### config.mk
export PLATFORM = sky130hd
export DESIGN_NAME = line_aware_substring_finder_core_flat
export DESIGN_NICKNAME = d
export VERILOG_FILES = /design/src/rtl/lasf_pkg.sv /design/src/rtl/lasf_in_if.sv /design/src/rtl/lasf_out_if.sv /design/src/rtl/lasf_cfg_if.sv /design/src/rtl/lasf_cell.sv /design/src/rtl/line_aware_substring_finder_core.sv /design/src/flat_wrapper.sv
export SDC_FILE = /design/constraint.sdc
export NUM_CORES = 1
export LEC_CHECK = 0
export BUFFER_PORTS_ARGS = -buffer_cell sky130_fd_sc_hd__buf_2
export CORE_UTILIZATION = 45
export CTS_BUF_LIST = sky130_fd_sc_hd__clkbuf_4 sky130_fd_sc_hd__clkbuf_8
export CTS_CLUSTER_DIAMETER = 120
export DETAILED_ROUTE_END_ITERATION = 16
export PLACE_DENSITY = 0.75
export SLEW_MARGIN = 5
export SYNTH_ARGS = -nofsm -noshare
export SYNTH_HDL_FRONTEND = slang
export SYNTH_SLANG_ARGS = --single-unit
### constraint.sdc
create_clock -name clk -period 11.43 [get_ports clk]
set_input_delay 2.8575 -clock clk [delete_from_list [all_inputs] [get_ports clk]]
set_output_delay 2.8575 -clock clk [all_outputs]
set_load 0.005 [all_outputs]
### src/rtl/lasf_pkg.sv
// Shared types, register codes and byte helpers for the line-aware substring finder.
`default_nettype none

package lasf_pkg;

  localparam int CFG_INDEX_W = 4;
  localparam int CFG_DATA_W  = 64;
  localparam logic [7:0] NEWLINE_CHAR = 8'h0A;

  typedef enum logic [CFG_INDEX_W-1:0] {
    REG_PATTERN_LO     = 4'd0,
    REG_PATTERN_HI     = 4'd1,
    REG_PATTERN_LENGTH = 4'd2,
    REG_MATCH_CASE     = 4'd3
  } cfg_reg_e;

  typedef struct packed {
    logic shift_en;
    logic match_case;
  } cell_ctrl_t;

  function automatic logic [7:0] fold_byte(input logic [7:0] c, input logic match_case);
    logic [7:0] r;
    r = c;
    if (!match_case && c >= 8'h41 && c <= 8'h5A) begin
      r = c + 8'd32;
    end
    return r;
  endfunction

  function automatic logic [7:0] pattern_byte(input logic [63:0] lo, input logic [63:0] hi,
                                               input logic [6:0] idx);
    logic [7:0] r;
    r = 8'h00;
    if (idx < 7'd8) begin
      r = lo[{idx[2:0], 3'b000} +: 8];
    end else if (idx < 7'd16) begin
      r = hi[{idx[2:0], 3'b000} +: 8];
    end
    return r;
  endfunction

endpackage

`default_nettype wire

### src/rtl/lasf_in_if.sv
// Text input channel carrying one byte per transaction.
`default_nettype none

interface lasf_in_if;
  logic       valid;
  logic       ready;
  logic [7:0] text_byte;
  logic       text_start;

  modport source (output valid, output text_byte, output text_start, input ready);
  modport sink   (input valid, input text_byte, input text_start, output ready);
endinterface

`default_nettype wire

### src/rtl/lasf_out_if.sv
// Match result channel carrying one match report per transaction.
`default_nettype none

interface lasf_out_if #(
  parameter int POS_W = 24
);
  logic             valid;
  logic             ready;
  logic [POS_W-1:0] match_index;
  logic [POS_W-1:0] line_number;
  logic [POS_W-1:0] start_position;
  logic [POS_W-1:0] end_position;

  modport source (output valid, output match_index, output line_number,
                  output start_position, output end_position, input ready);
  modport sink   (input valid, input match_index, input line_number,
                  input start_position, input end_position, output ready);
endinterface

`default_nettype wire

### src/rtl/lasf_cfg_if.sv
// Configuration write channel carrying a register index and write data.
`default_nettype none

interface lasf_cfg_if;
  logic                             valid;
  logic                             ready;
  logic [lasf_pkg::CFG_INDEX_W-1:0] reg_index;
  logic [lasf_pkg::CFG_DATA_W-1:0]  wr_data;

  modport source (output valid, output reg_index, output wr_data, input ready);
  modport sink   (input valid, input reg_index, input wr_data, output ready);
endinterface

`default_nettype wire

### src/rtl/lasf_cell.sv
// One window cell: holds a recent text byte, passes it on and compares it with its pattern byte.
`default_nettype none

module lasf_cell (
  input  logic                 clk,
  input  lasf_pkg::cell_ctrl_t ctrl,
  input  logic                 active,
  input  logic [7:0]           byte_in,
  input  logic [7:0]           pat_byte,
  output logic [7:0]           byte_out,
  output logic                 cell_ok
);
  import lasf_pkg::*;

  logic [7:0] byte_r;

  always_ff @(posedge clk) begin
    if (ctrl.shift_en) begin
      byte_r <= byte_in;
    end
  end

  assign byte_out = byte_r;
  assign cell_ok  = !active ||
                    (fold_byte(byte_r, ctrl.match_case) == fold_byte(pat_byte, ctrl.match_case));

endmodule

`default_nettype wire

### src/rtl/line_aware_substring_finder_core.sv
// Top level of the line-aware substring finder: window cell chain, counters and result buffer.
//
// Text bytes arrive on in_chan, one byte per transaction; text_start marks the first byte of a
// new text and clears the position, line and match counters. Each accepted byte is compared
// against the configured pattern in the same cycle by a chain of window cells, each holding one
// recent byte. A match is registered into the result buffer and reported on out_chan from its head entry.
// Bytes that complete no match produce no transaction.
// The block takes one byte every cycle; the only limit is the two-entry result buffer, which
// lets input continue while one result waits and holds in_chan.ready low only when both
// entries are full under a stalled receiver.
// The pattern, its length and the case mode are written through cfg_chan, which is always
// ready, and should only be changed while no text is in flight.
// Reset clears the configuration to an empty pattern, clears all counters and empties the
// result buffer; the text is taken to begin at reset.
`default_nettype none

module line_aware_substring_finder_core #(
  parameter int MAX_PATTERN   = 16,
  parameter int POSITION_BITS = 24
) (
  input  logic        clk,
  input  logic        rst_n,
  lasf_in_if.sink     in_chan,
  lasf_out_if.source  out_chan,
  lasf_cfg_if.sink    cfg_chan
);
  import lasf_pkg::*;

  localparam int WIN   = MAX_PATTERN - 1;
  localparam int CELLS = (MAX_PATTERN > 1) ? MAX_PATTERN - 1 : 1;
  localparam int LEN_W = $clog2(MAX_PATTERN + 1);
  localparam int POS_W = POSITION_BITS;

  typedef struct packed {
    logic [POS_W-1:0] match_index;
    logic [POS_W-1:0] line_number;
    logic [POS_W-1:0] start_position;
    logic [POS_W-1:0] end_position;
  } result_t;

  logic [63:0]      pattern_lo_r;
  logic [63:0]      pattern_hi_r;
  logic [4:0]       pattern_length_r;
  logic             match_case_r;

  logic [LEN_W-1:0] run_r, run_nxt, run_base;
  logic [POS_W-1:0] pos_r, pos_nxt, pos_base;
  logic [POS_W-1:0] line_r, line_nxt, line_base;
  logic [POS_W-1:0] match_r, match_nxt, match_base;

  logic             head_v_r, head_v_nxt, skid_v_r, skid_v_nxt;
  result_t          head_r, skid_r, res;
  logic             load_head_in, load_head_skid, load_skid;

  logic             in_fire, pop, push;
  logic [LEN_W-1:0] len_c;
  logic             is_nl, run_ok, head_eq, hit;
  logic [7:0]       text_c;
  logic [POS_W-1:0] len_m1;
  cell_ctrl_t       cell_ctrl;
  logic [7:0]       win_bytes [CELLS];
  logic [CELLS-1:0] cell_ok;

  assign cfg_chan.ready = 1'b1;

  always_ff @(posedge clk) begin
    if (!rst_n) begin
      pattern_lo_r     <= '0;
      pattern_hi_r     <= '0;
      pattern_length_r <= '0;
      match_case_r     <= 1'b0;
    end else if (cfg_chan.valid) begin
      case (cfg_chan.reg_index)
        REG_PATTERN_LO:     pattern_lo_r     <= cfg_chan.wr_data;
        REG_PATTERN_HI:     pattern_hi_r     <= cfg_chan.wr_data;
        REG_PATTERN_LENGTH: pattern_length_r <= cfg_chan.wr_data[4:0];
        REG_MATCH_CASE:     match_case_r     <= cfg_chan.wr_data[0];
        default: ;
      endcase
    end
  end

  assign in_chan.ready = !skid_v_r;
  assign in_fire       = in_chan.valid && in_chan.ready;
  assign text_c        = in_chan.text_byte;
  assign is_nl         = (text_c == NEWLINE_CHAR);

  assign len_c = (int'(pattern_length_r) > MAX_PATTERN) ? LEN_W'(MAX_PATTERN)
                                                         : LEN_W'(pattern_length_r);

  assign run_base   = in_chan.text_start ? '0 : run_r;
  assign pos_base   = in_chan.text_start ? '0 : pos_r;
  assign line_base  = in_chan.text_start ? '0 : line_r;
  assign match_base = in_chan.text_start ? '0 : match_r;

  assign run_ok  = (int'(run_base) + 1) >= int'(len_c);
  assign head_eq = fold_byte(text_c, match_case_r) ==
                   fold_byte(pattern_byte(pattern_lo_r, pattern_hi_r, 7'(len_c) - 7'd1),
                             match_case_r);
  assign hit     = !is_nl && (len_c != '0) && run_ok && head_eq && (&cell_ok);

  assign cell_ctrl.shift_en   = in_fire && !is_nl && !hit;
  assign cell_ctrl.match_case = match_case_r;

  for (genvar k = 0; k < CELLS; k++) begin : g_cell
    logic [7:0] cell_in;
    logic       cell_active;

    if (k == 0) begin : g_first
      assign cell_in = text_c;
    end else begin : g_next
      assign cell_in = win_bytes[k-1];
    end

    assign cell_active = int'(len_c) > (k + 1);

    lasf_cell u_cell (
      .clk      (clk),
      .ctrl     (cell_ctrl),
      .active   (cell_active),
      .byte_in  (cell_in),
      .pat_byte (pattern_byte(pattern_lo_r, pattern_hi_r, 7'(len_c) - 7'(k + 2))),
      .byte_out (win_bytes[k]),
      .cell_ok  (cell_ok[k])
    );
  end

  assign len_m1 = POS_W'(len_c) - POS_W'(1);

  always_comb begin
    res.match_index    = match_base;
    res.line_number    = (&line_base) ? line_base : line_base + POS_W'(1);
    res.start_position = (pos_base >= len_m1) ? pos_base - len_m1 : '0;
    res.end_position   = pos_base;
  end

  always_comb begin
    run_nxt   = run_r;
    pos_nxt   = pos_r;
    line_nxt  = line_r;
    match_nxt = match_r;
    if (in_fire) begin
      pos_nxt   = (&pos_base) ? pos_base : pos_base + POS_W'(1);
      line_nxt  = line_base;
      match_nxt = match_base;
      if (is_nl) begin
        run_nxt  = '0;
        line_nxt = (&line_base) ? line_base : line_base + POS_W'(1);
      end else if (hit) begin
        run_nxt   = '0;
        match_nxt = (&match_base) ? match_base : match_base + POS_W'(1);
      end else if (int'(run_base) < WIN) begin
        run_nxt = run_base + LEN_W'(1);
      end else begin
        run_nxt = run_base;
      end
    end
  end

  always_ff @(posedge clk) begin
    if (!rst_n) begin
      run_r   <= '0;
      pos_r   <= '0;
      line_r  <= '0;
      match_r <= '0;
    end else begin
      run_r   <= run_nxt;
      pos_r   <= pos_nxt;
      line_r  <= line_nxt;
      match_r <= match_nxt;
    end
  end

  assign push = in_fire && hit;
  assign pop  = head_v_r && out_chan.ready;

  always_comb begin
    head_v_nxt     = head_v_r;
    skid_v_nxt     = skid_v_r;
    load_head_in   = 1'b0;
    load_head_skid = 1'b0;
    load_skid      = 1'b0;
    if (pop) begin
      if (skid_v_r) begin
        load_head_skid = 1'b1;
        skid_v_nxt     = 1'b0;
      end else begin
        head_v_nxt = 1'b0;
      end
    end
    if (push) begin
      if (!head_v_nxt) begin
        head_v_nxt   = 1'b1;
        load_head_in = 1'b1;
      end else begin
        skid_v_nxt = 1'b1;
        load_skid  = 1'b1;
      end
    end
  end

  always_ff @(posedge clk) begin
    if (!rst_n) begin
      head_v_r <= 1'b0;
      skid_v_r <= 1'b0;
    end else begin
      head_v_r <= head_v_nxt;
      skid_v_r <= skid_v_nxt;
    end
  end

  always_ff @(posedge clk) begin
    if (load_head_skid) begin
      head_r <= skid_r;
    end else if (load_head_in) begin
      head_r <= res;
    end
    if (load_skid) begin
      skid_r <= res;
    end
  end

  assign out_chan.valid          = head_v_r;
  assign out_chan.match_index    = head_r.match_index;
  assign out_chan.line_number    = head_r.line_number;
  assign out_chan.start_position = head_r.start_position;
  assign out_chan.end_position   = head_r.end_position;

endmodule

`default_nettype wire

### src/flat_wrapper.sv
// flat-port wrapper written by rule: the top's interface ports become plain ports
module line_aware_substring_finder_core_flat import lasf_pkg::*;
#(
  parameter int MAX_PATTERN   = 16,
  parameter int POSITION_BITS = 24
)
  (clk, rst_n, in_chan_valid, in_chan_text_byte, in_chan_text_start, in_chan_ready, out_chan_valid, out_chan_match_index, out_chan_line_number, out_chan_start_position, out_chan_end_position, out_chan_ready, cfg_chan_valid, cfg_chan_reg_index, cfg_chan_wr_data, cfg_chan_ready);
  lasf_in_if in_chan_i ();
  lasf_out_if out_chan_i ();
  lasf_cfg_if cfg_chan_i ();
  input  logic clk;
  input  logic rst_n;
  input wire logic [$bits(in_chan_i.valid)-1:0] in_chan_valid;
  input wire logic [$bits(in_chan_i.text_byte)-1:0] in_chan_text_byte;
  input wire logic [$bits(in_chan_i.text_start)-1:0] in_chan_text_start;
  output wire logic [$bits(in_chan_i.ready)-1:0] in_chan_ready;
  output wire logic [$bits(out_chan_i.valid)-1:0] out_chan_valid;
  output wire logic [$bits(out_chan_i.match_index)-1:0] out_chan_match_index;
  output wire logic [$bits(out_chan_i.line_number)-1:0] out_chan_line_number;
  output wire logic [$bits(out_chan_i.start_position)-1:0] out_chan_start_position;
  output wire logic [$bits(out_chan_i.end_position)-1:0] out_chan_end_position;
  input wire logic [$bits(out_chan_i.ready)-1:0] out_chan_ready;
  input wire logic [$bits(cfg_chan_i.valid)-1:0] cfg_chan_valid;
  input wire logic [$bits(cfg_chan_i.reg_index)-1:0] cfg_chan_reg_index;
  input wire logic [$bits(cfg_chan_i.wr_data)-1:0] cfg_chan_wr_data;
  output wire logic [$bits(cfg_chan_i.ready)-1:0] cfg_chan_ready;
  assign in_chan_i.valid = in_chan_valid;
  assign in_chan_i.text_byte = in_chan_text_byte;
  assign in_chan_i.text_start = in_chan_text_start;
  assign in_chan_ready = in_chan_i.ready;
  assign out_chan_valid = out_chan_i.valid;
  assign out_chan_match_index = out_chan_i.match_index;
  assign out_chan_line_number = out_chan_i.line_number;
  assign out_chan_start_position = out_chan_i.start_position;
  assign out_chan_end_position = out_chan_i.end_position;
  assign out_chan_i.ready = out_chan_ready;
  assign cfg_chan_i.valid = cfg_chan_valid;
  assign cfg_chan_i.reg_index = cfg_chan_reg_index;
  assign cfg_chan_i.wr_data = cfg_chan_wr_data;
  assign cfg_chan_ready = cfg_chan_i.ready;
  line_aware_substring_finder_core #(.MAX_PATTERN(MAX_PATTERN), .POSITION_BITS(POSITION_BITS)) u_core (.clk(clk), .rst_n(rst_n), .in_chan(in_chan_i), .out_chan(out_chan_i), .cfg_chan(cfg_chan_i));
endmodule
# Word-level counts from Yosys, hierarchy flattened
# Index checks and enable logic that the tools add are counted.
classes:
  addsub: 55
  n_lt_le_gt_ge: 115
  eq_ne: 20
  shifts: 32
  muxes: 93
  reduce_logical: 118
op_table:
  columns: ["cell", "count"]
  rows:
  - ["indexed part select 64 x 7 -> 8 bit", 32]
  - ["2-to-1 mux 8 bit", 64]
  - ["adder 8 x 6 -> 8 bit, second input constant", 32]
  - ["greater-or-equal comparator 8 x 7 -> 1 bit, second input constant", 32]
  - ["less-or-equal comparator 8 x 7 -> 1 bit, second input constant", 32]
  - ["2-to-1 mux 24 bit", 10]
  - ["2-to-1 mux 96 bit", 2]
  - ["== test 8 bit", 16]
  - ["less-than comparator 7 x 4 -> 1 bit, second input constant", 16]
  - ["less-than comparator 7 x 5 -> 1 bit, second input constant", 16]
  - ["logical AND 1 bit", 73]
  - ["adder 24 x 1 -> 24 bit, second input constant", 3]
  - ["AND reduction 24 bit", 3]
  - ["subtractor 5 x 4 -> 6 bit, second input constant", 8]
  - ["greater-than comparator 5 x 4 -> 1 bit, second input constant", 8]
  - ["greater-or-equal comparator 32 x 6 -> 1 bit", 1]
  - ["2-to-1 mux 5 bit", 5]
  - ["greater-or-equal comparator 24 bit", 1]
  - ["subtractor 24 bit", 1]
  - ["subtractor 5 x 3 -> 6 bit, second input constant", 4]
  - ["greater-than comparator 5 x 3 -> 1 bit, second input constant", 4]
  - ["zero test 1 bit", 19]
  - ["logical OR 1 bit", 15]
  - ["AND reduction 15 bit", 1]
  - ["other kinds (17)", 35]
totals:
  regBits: 525
  inputBits: 82
  out_inout_bits: 99
  elab_cells: 466

# Depth between registers and ports, before layout
logic_depth:
  depth_word: 18
  mapped_depth: 31
  ltp_nobuf: 22

# By module
# From an unflattened synthesis, not the netlist that was laid out.
hier_totals:
  hier_cells: 3330
  area_unflattened_um2: 32919.1
modules_own_cells:
  columns: ["module", "n_inst", "cells_per_inst", "area_per_inst_um2", "seq_area_each_um2"]
  rows:
  - ["line_aware_substring_finder_core", 1, 2610, 25017.7, 10029.6]
  - ["lasf_cell", 15, 48, 526.8, 240.2]

# Worst setup path after synthesis
# OpenSTA, ideal clock, no wires.
synth_path:
  path_kind: "input port to flip-flop"
  from: "input in_chan_text_start"
  to: "register u_core.skid_r[0] in the netlist's numbering (enable)"
  arrival_ns: 10.639
  path_slack_ns: 0.239
  cell_stages: 23
  path_cell_list: "clkbuf_1 > buf_1 > clkbuf_1 > clkbuf_1 > clkbuf_1 > buf_1 > nor2b_1 > ha_1 > nand3_1 > xor2_1 > nor2_1 > ha_1 > o21ai_0 > o21ai_0 > o211a_1 > nand4_1 > nor2_1 > o211ai_1 > nor3_1 > nand4b_1 > nor2_1 > inv_1 > nor2_1"
synth_between:
  elab_chain_len: 8
synth_lines:
  columns: ["element", "line", "source"]
  rows:
  - ["start: declaration", "flat_wrapper.sv:15", "input wire logic [$bits(in_chan_i.text_start)-1:0] in_chan_text_start;"]
  - ["2-to-1 mux 5 bit", "line_aware_substring_finder_core.sv:91", "assign run_base = in_chan.text_start ? '0 : run_r;"]
  - ["adder 5 x 1 -> 6 bit", "line_aware_substring_finder_core.sv:96", "assign run_ok = (int'(run_base) + 1) >= int'(len_c);"]
  - ["greater-or-equal comparator 32 x 6 -> 1 bit", "line_aware_substring_finder_core.sv:96", null]
  - ["logical AND 1 bit (3 in a row)", "line_aware_substring_finder_core.sv:100", "assign hit = !is_nl && (len_c != '0) && run_ok && head_eq && (&cell_ok);"]
  - ["logical AND 1 bit", "line_aware_substring_finder_core.sv:174", "assign push = in_fire && hit;"]
  - ["2-to-1 mux 1 bit", "line_aware_substring_finder_core.sv:191", "if (push) begin"]
  - ["named net u_core.load_skid", "line_aware_substring_finder_core.sv:53", "logic load_head_in, load_head_skid, load_skid;"]
  - ["end signal: assignment", "line_aware_substring_finder_core.sv:219", "skid_r <= res;"]
  - ["end: declaration", "line_aware_substring_finder_core.sv:52", "result_t head_r, skid_r, res;"]
# The timed path passes the listed nets, and every way through them passes these cells.
# A chain may end at the register's enable or synchronous reset.

# Worst setup path after layout
layout_path:
  from: "register u_core.pattern_length_r[1]"
  to: "register u_core.skid_r[56] in the netlist's numbering (enable)"
layout_between:
  elab_chain_len: 16
  word_cells_on_any_way: 280
  classes_between: "32 x add/sub; 81 x order compare; 16 x eq/ne; 32 x shift; 50 x mux; 69 x reduce/logical"
layout_lines:
  columns: ["element", "line", "source"]
  rows:
  - ["start: declaration", "line_aware_substring_finder_core.sv:43", "logic [4:0] pattern_length_r;"]
  - ["start signal: assignment", "line_aware_substring_finder_core.sv:76", "REG_PATTERN_LENGTH: pattern_length_r <= cfg_chan.wr_data[4:0];"]
  - ["greater-than comparator 5 bit", "line_aware_substring_finder_core.sv:88", "assign len_c = (int'(pattern_length_r) > MAX_PATTERN) ? LEN_W'(MAX_PATTERN)"]
  - ["2-to-1 mux 5 bit *", "line_aware_substring_finder_core.sv:88", null]
  - ["subtractor 5 x 5 -> 6 bit, or another cell as far along", "line_aware_substring_finder_core.sv:122", ".pat_byte (pattern_byte(pattern_lo_r, pattern_hi_r, 7'(len_c) - 7'(k + 2))),"]
  - ["indexed part select 64 x 7 -> 8 bit or less-than comparator 7 x 5 -> 1 bit (tied branches)", "lasf_pkg.sv:38, lasf_pkg.sv:37", null]
  - ["2-to-1 mux 8 bit", "lasf_pkg.sv:37", "end else if (idx < 7'd16) begin"]
  - ["2-to-1 mux 8 bit", "lasf_pkg.sv:35", "if (idx < 7'd8) begin"]
  - ["greater-or-equal comparator 8 x 7 -> 1 bit", "lasf_pkg.sv:25", "if (!match_case && c >= 8'h41 && c <= 8'h5A) begin"]
  - ["logical AND 1 bit (2 in a row)", "lasf_pkg.sv:25", null]
  - ["2-to-1 mux 8 bit", "lasf_pkg.sv:25", null]
  - ["== test 8 bit", "lasf_cell.sv:25", "(fold_byte(byte_r, ctrl.match_case) == fold_byte(pat_byte, ctrl.match_case));"]
  - ["logical OR 1 bit", "lasf_cell.sv:24", "assign cell_ok = !active ||"]
  - ["AND reduction 15 bit", "line_aware_substring_finder_core.sv:100", null]
  - ["logical AND 1 bit *", "line_aware_substring_finder_core.sv:100", null]
  - ["logical AND 1 bit *", "line_aware_substring_finder_core.sv:174", null]
  - ["2-to-1 mux 1 bit *", "line_aware_substring_finder_core.sv:191", null]
  - ["named net u_core.load_skid", "line_aware_substring_finder_core.sv:53", null]
# Mark *: on every way through the listed nets, which the timed path passes. The rest lies on a longest branch.

==> flow_metrics.py <==
metrics = {
    "yosys": {
        "yosys_warnings": 0,
        "syn_inst": 3925,
        "netlist_top_cells_area": "edfxtp_1 26%, dfxtp_1 12%, nand2_1 7.3%",
        "ys_seq_elements": 525,
        "ys.flop_type": "edfxtp_1",
        "synth_edf_count": 312,
        "syn_nets": 4081,
        "post-synth-top-area-cell": "edfxtp_1",
        "synth_top_area_share_pct": 26.13,
        "synth-seq-area-share_pct": 38.02,
        "syn_area_sq_um": 35860,
        "synth_common_cells": "702 x nand2_1, 312 x edfxtp_1, 290 x a21oi_1",
        "synth_most_common_cell": "nand2_1",
        "async_reset_ff_share_pct": 0,
        "synthDistinctLibCells": 104,
        "avgSynthCellArea_sq_um": 9.135,
    },
    "min_path": {
        "holdPathStages": 2,
        "hp-class": "register to register",
    },
    "timing": {
        "slew_headroom_pct": 7.463,
        "slew_violations": 0,
        "fin_crit_ps": 8450,
        "hold_viol": 0,
        "tightest_slew_ps": 1377,
        "period_share_pct": 73.93,
        "rsz0062_at_grt": "no",
        "timing.fmax_ghz": 0.1183,
        "finalSetupViolCount": 0,
        "fin_setup_tns_ps": 0,
        "fin_skew_ps": 86.63,
    },
    "placement": {
        "io_buffer_count": 179,
        "dpl.hpwl_um": 111000,
        "gp_congestion": 1.069,
    },
    "global_route": {
        "grt_overflow": 0,
        "grt_pass1_wl_um": 214700,
        "first_global_vias": 31130,
        "grt_start_max_net_pins": 104,
        "grt_usage_pct": 36.11,
        "grt_antenna_before_repair": 7,
    },
    "layout": {
        "register_area_sq_um": 13640,
        "multi_input_area_sq_um": 20950,
        "drive_above_1_share_pct": 16.70,
        "num-nets-final": 4176,
        "fillCellCount": 7457,
        "final_util_pct": 50.24,
        "synthToLayoutAreaGrowth_pct": 10.52,
    },
    "detailed_routing": {
        "post-route-drc-count": 0,
        "first_pass_iters": 8,
        "ant_nets": 0,
        "wl_met2_um": 63910,
        "wl_per_cell_um": 29.11,
        "topRoutingLayerUsed": "met5",
        "drt_iter0_markers": 4409,
        "wirelength_um": 149800,
        "wl_met1_um": 58570,
        "wl_met3_um": 15740,
        "avgViaCountPerCell": 6.504,
        "dr_total_vias": 33460,
    },
    "setup_path": {
        "crit_path_end": "u_core.skid_r[56]",
        "crit_chain": "nor2b_2 -> buf_4 -> inv_4 -> ha_2 -> mux4_2 -> mux2i_1 -> nor2_1 -> ha_1 -> nor2b_1 -> mux2_2 -> or2_2 -> or4b_2 -> nand2_1 -> mux2i_1 -> o31ai_1 -> o2111ai_1 -> and4b_1 -> nand4b_1 -> nor2_1 -> inv_1 -> nor2_4 -> buf_12",
        "r2r.worst_path.cells": 22,
        "timing.rr.start": "u_core.pattern_length_r[1]",
        "critPathRequiredTime_ps": 11810,
        "end_kind": "register",
        "rr_endpoint": "u_core.skid_r[56]",
        "max_stage_delay_ps": 770,
        "cp_slowest_cell": "mux2i_1",
        "worstSetupStartpoint": "u_core.pattern_length_r[1]",
        "startpoint_type": "register",
        "worst-setup-path-type": "register to register",
        "cp_max_fo": 69,
        "rrSetupSlack_ps": 2980,
        "critPathArrivalTime_ps": 8830,
    },
    "clocking": {
        "clockBufferDepth": 3,
        "cts_resized": 0,
        "cts-hold-fix-buffers": 0,
        "clk_pin_slew_ps": 70,
        "cts_buffers": 90,
        "numClockSinks": 525,
        "post_cts_buffers": 0,
        "root_buffer": "clkbuf_8",
        "h-tree-depth": 3,
        "clock_latency_ps": 770,
        "cts_tree": "yes",
    },
    "power_and_ir_drop": {
        "p_per_area_nw_per_um2": 107.7,
        "p_leak_nw": 14.47,
        "vdd_drop_max_v": 0.00008210,
    },
    "floorplanning": {
        "io_pins": 181,
        "dieArea_sq_um": 80810,
        "core_sq_um": 78870,
        "die_w_um": 284.3,
        "start_util_pct": 45.46,
        "die_h_um": 284.3,
        "std_cell_rows": 103,
    },
    "status": {
        "status": "completed",
    },
    "flow_run": {
        "maxCapViolCount": 0,
    },
}
## registers in the layout, indices dropped and copies added, names as in the netlist
signal,count
u_core.match_case_r,1
u_core.run_r,5
u_core.out_chan.line_number,24
u_core.out_chan.match_index,24
u_core.g_cell.u_cell.byte_out,120
u_core.skid_r,96
u_core.match_r,24
u_core.pattern_lo_r,64
u_core.pos_r,24
u_core.out_chan.end_position,24
u_core.pattern_length_r,5
u_core.skid_v_r,1
u_core.pattern_hi_r,64
u_core.line_r,24
u_core.out_chan.start_position,24
u_core.out_chan.valid,1
## cell families (layout without fill, tap and decap cells)
family | after synthesis | after routing | share of synthesized area, %
compound gates | 882 | 882 | 16.46
buf+inv | 330 | 495 | 3.891
xor+xnor | 181 | 181 | 4.711
simple gates | 1561 | 1561 | 20.58
fa+ha+maj | 75 | 75 | 2.631
flops | 525 | 525 | 38.02
other cells | 1 | 6 | 0.01046
mux | 370 | 370 | 13.69
## worst min-delay path by stage
stage / to / from
6_report: u_core.match_r[1] / u_core.match_r[1]
5_1_grt: u_core.match_r[1] / u_core.match_r[1]
4_1_cts: u_core.out_chan.match_index[21] / u_core.skid_r[93]
3_5_place_dp: u_core.match_r[1] / u_core.match_r[1]
3_3_place_gp: u_core.line_r[0] / u_core.line_r[0]
2_1_floorplan: u_core.g_cell[13].u_cell.byte_out[4] / u_core.g_cell[12].u_cell.byte_out[4]
## worst max-delay path: cells and delay by family (launching register included)
family / cells / cell delay (ps)
and+or+nand+nor: 10 / 2990
adders and majority gates: 2 / 1000
buffers and inverters: 4 / 1200
AOI/OAI and AO/OA: 2 / 500
DFF: 1 / 720
muxes: 4 / 1530
## placed cells by master, fill, tap and decap left out, types with 23 or more instances in the layout
cell      count
clkbuf_4     31
o21ai_0     107
edfxtp_1    312
inv_1        64
dfxtp_1     210
a211oi_1     36
a21oi_1     290
buf_4        80
nand3_1     107
nor3_1       91
clkbuf_8     93
xnor2_1     106
mux2i_1     190
nand2b_1     29
o211ai_1     24
and3_1       29
and2_1       27
a31oi_1      34
a22oi_1      42
nor2b_1      89
ha_1         72
a21o_1       41
o22ai_1      48
buf_2       179
mux4_2       87
nand2_1     699
nand4_1      35
nor2_1      263
mux2_2       93
nor3b_1      23
xor2_1       68
## final cells by class
class / count / share of cell area [%]
multi-input cells: 3070 / 52.88
well taps: 1050 / 3.315
clock buffers: 124 / 3.817
repair buffers: 260 / 3.827
flip-flops and latches: 525 / 34.42
diodes: 5 / 0.03157
clock inverters: 38 / 0.9977
inverters: 73 / 0.7167
## power breakdown
part	switching (mW)	internal, mW	total, mW	leakage, nW
registers	0.0669	2.03	2.10	4.59
clock network	0.860	0.989	1.85	1.01
logic	0.209	0.113	0.322	8.87
total	1.14	3.13	4.27	14.5
## metrics by stage
step	power, mW	hold WS (ps)	setup slack, ps	instance area, sq um	std cells
final	4.267	462.6	2980	39630	5145
after global routing	4.395	496.5	2629	39620	5141
after CTS	4.285	438.1	3085	39620	5140
after detailed placement	2.443	458.0	3159	37710	4978
after global placement	2.440	452.3	3325	37710	4978
after floorplan	2.304	424.4	238.7	35860	3925
## metal layers
metal / up-vias / GRT usage, %
li1: 14740 / -
met1: 16270 / 45.96
met2: 1952 / 53.66
met3: 503 / 9.518
met4: 2 / 24.31
met5: - / 0.05952
Note: power is estimated with default switching activity, not from simulation.
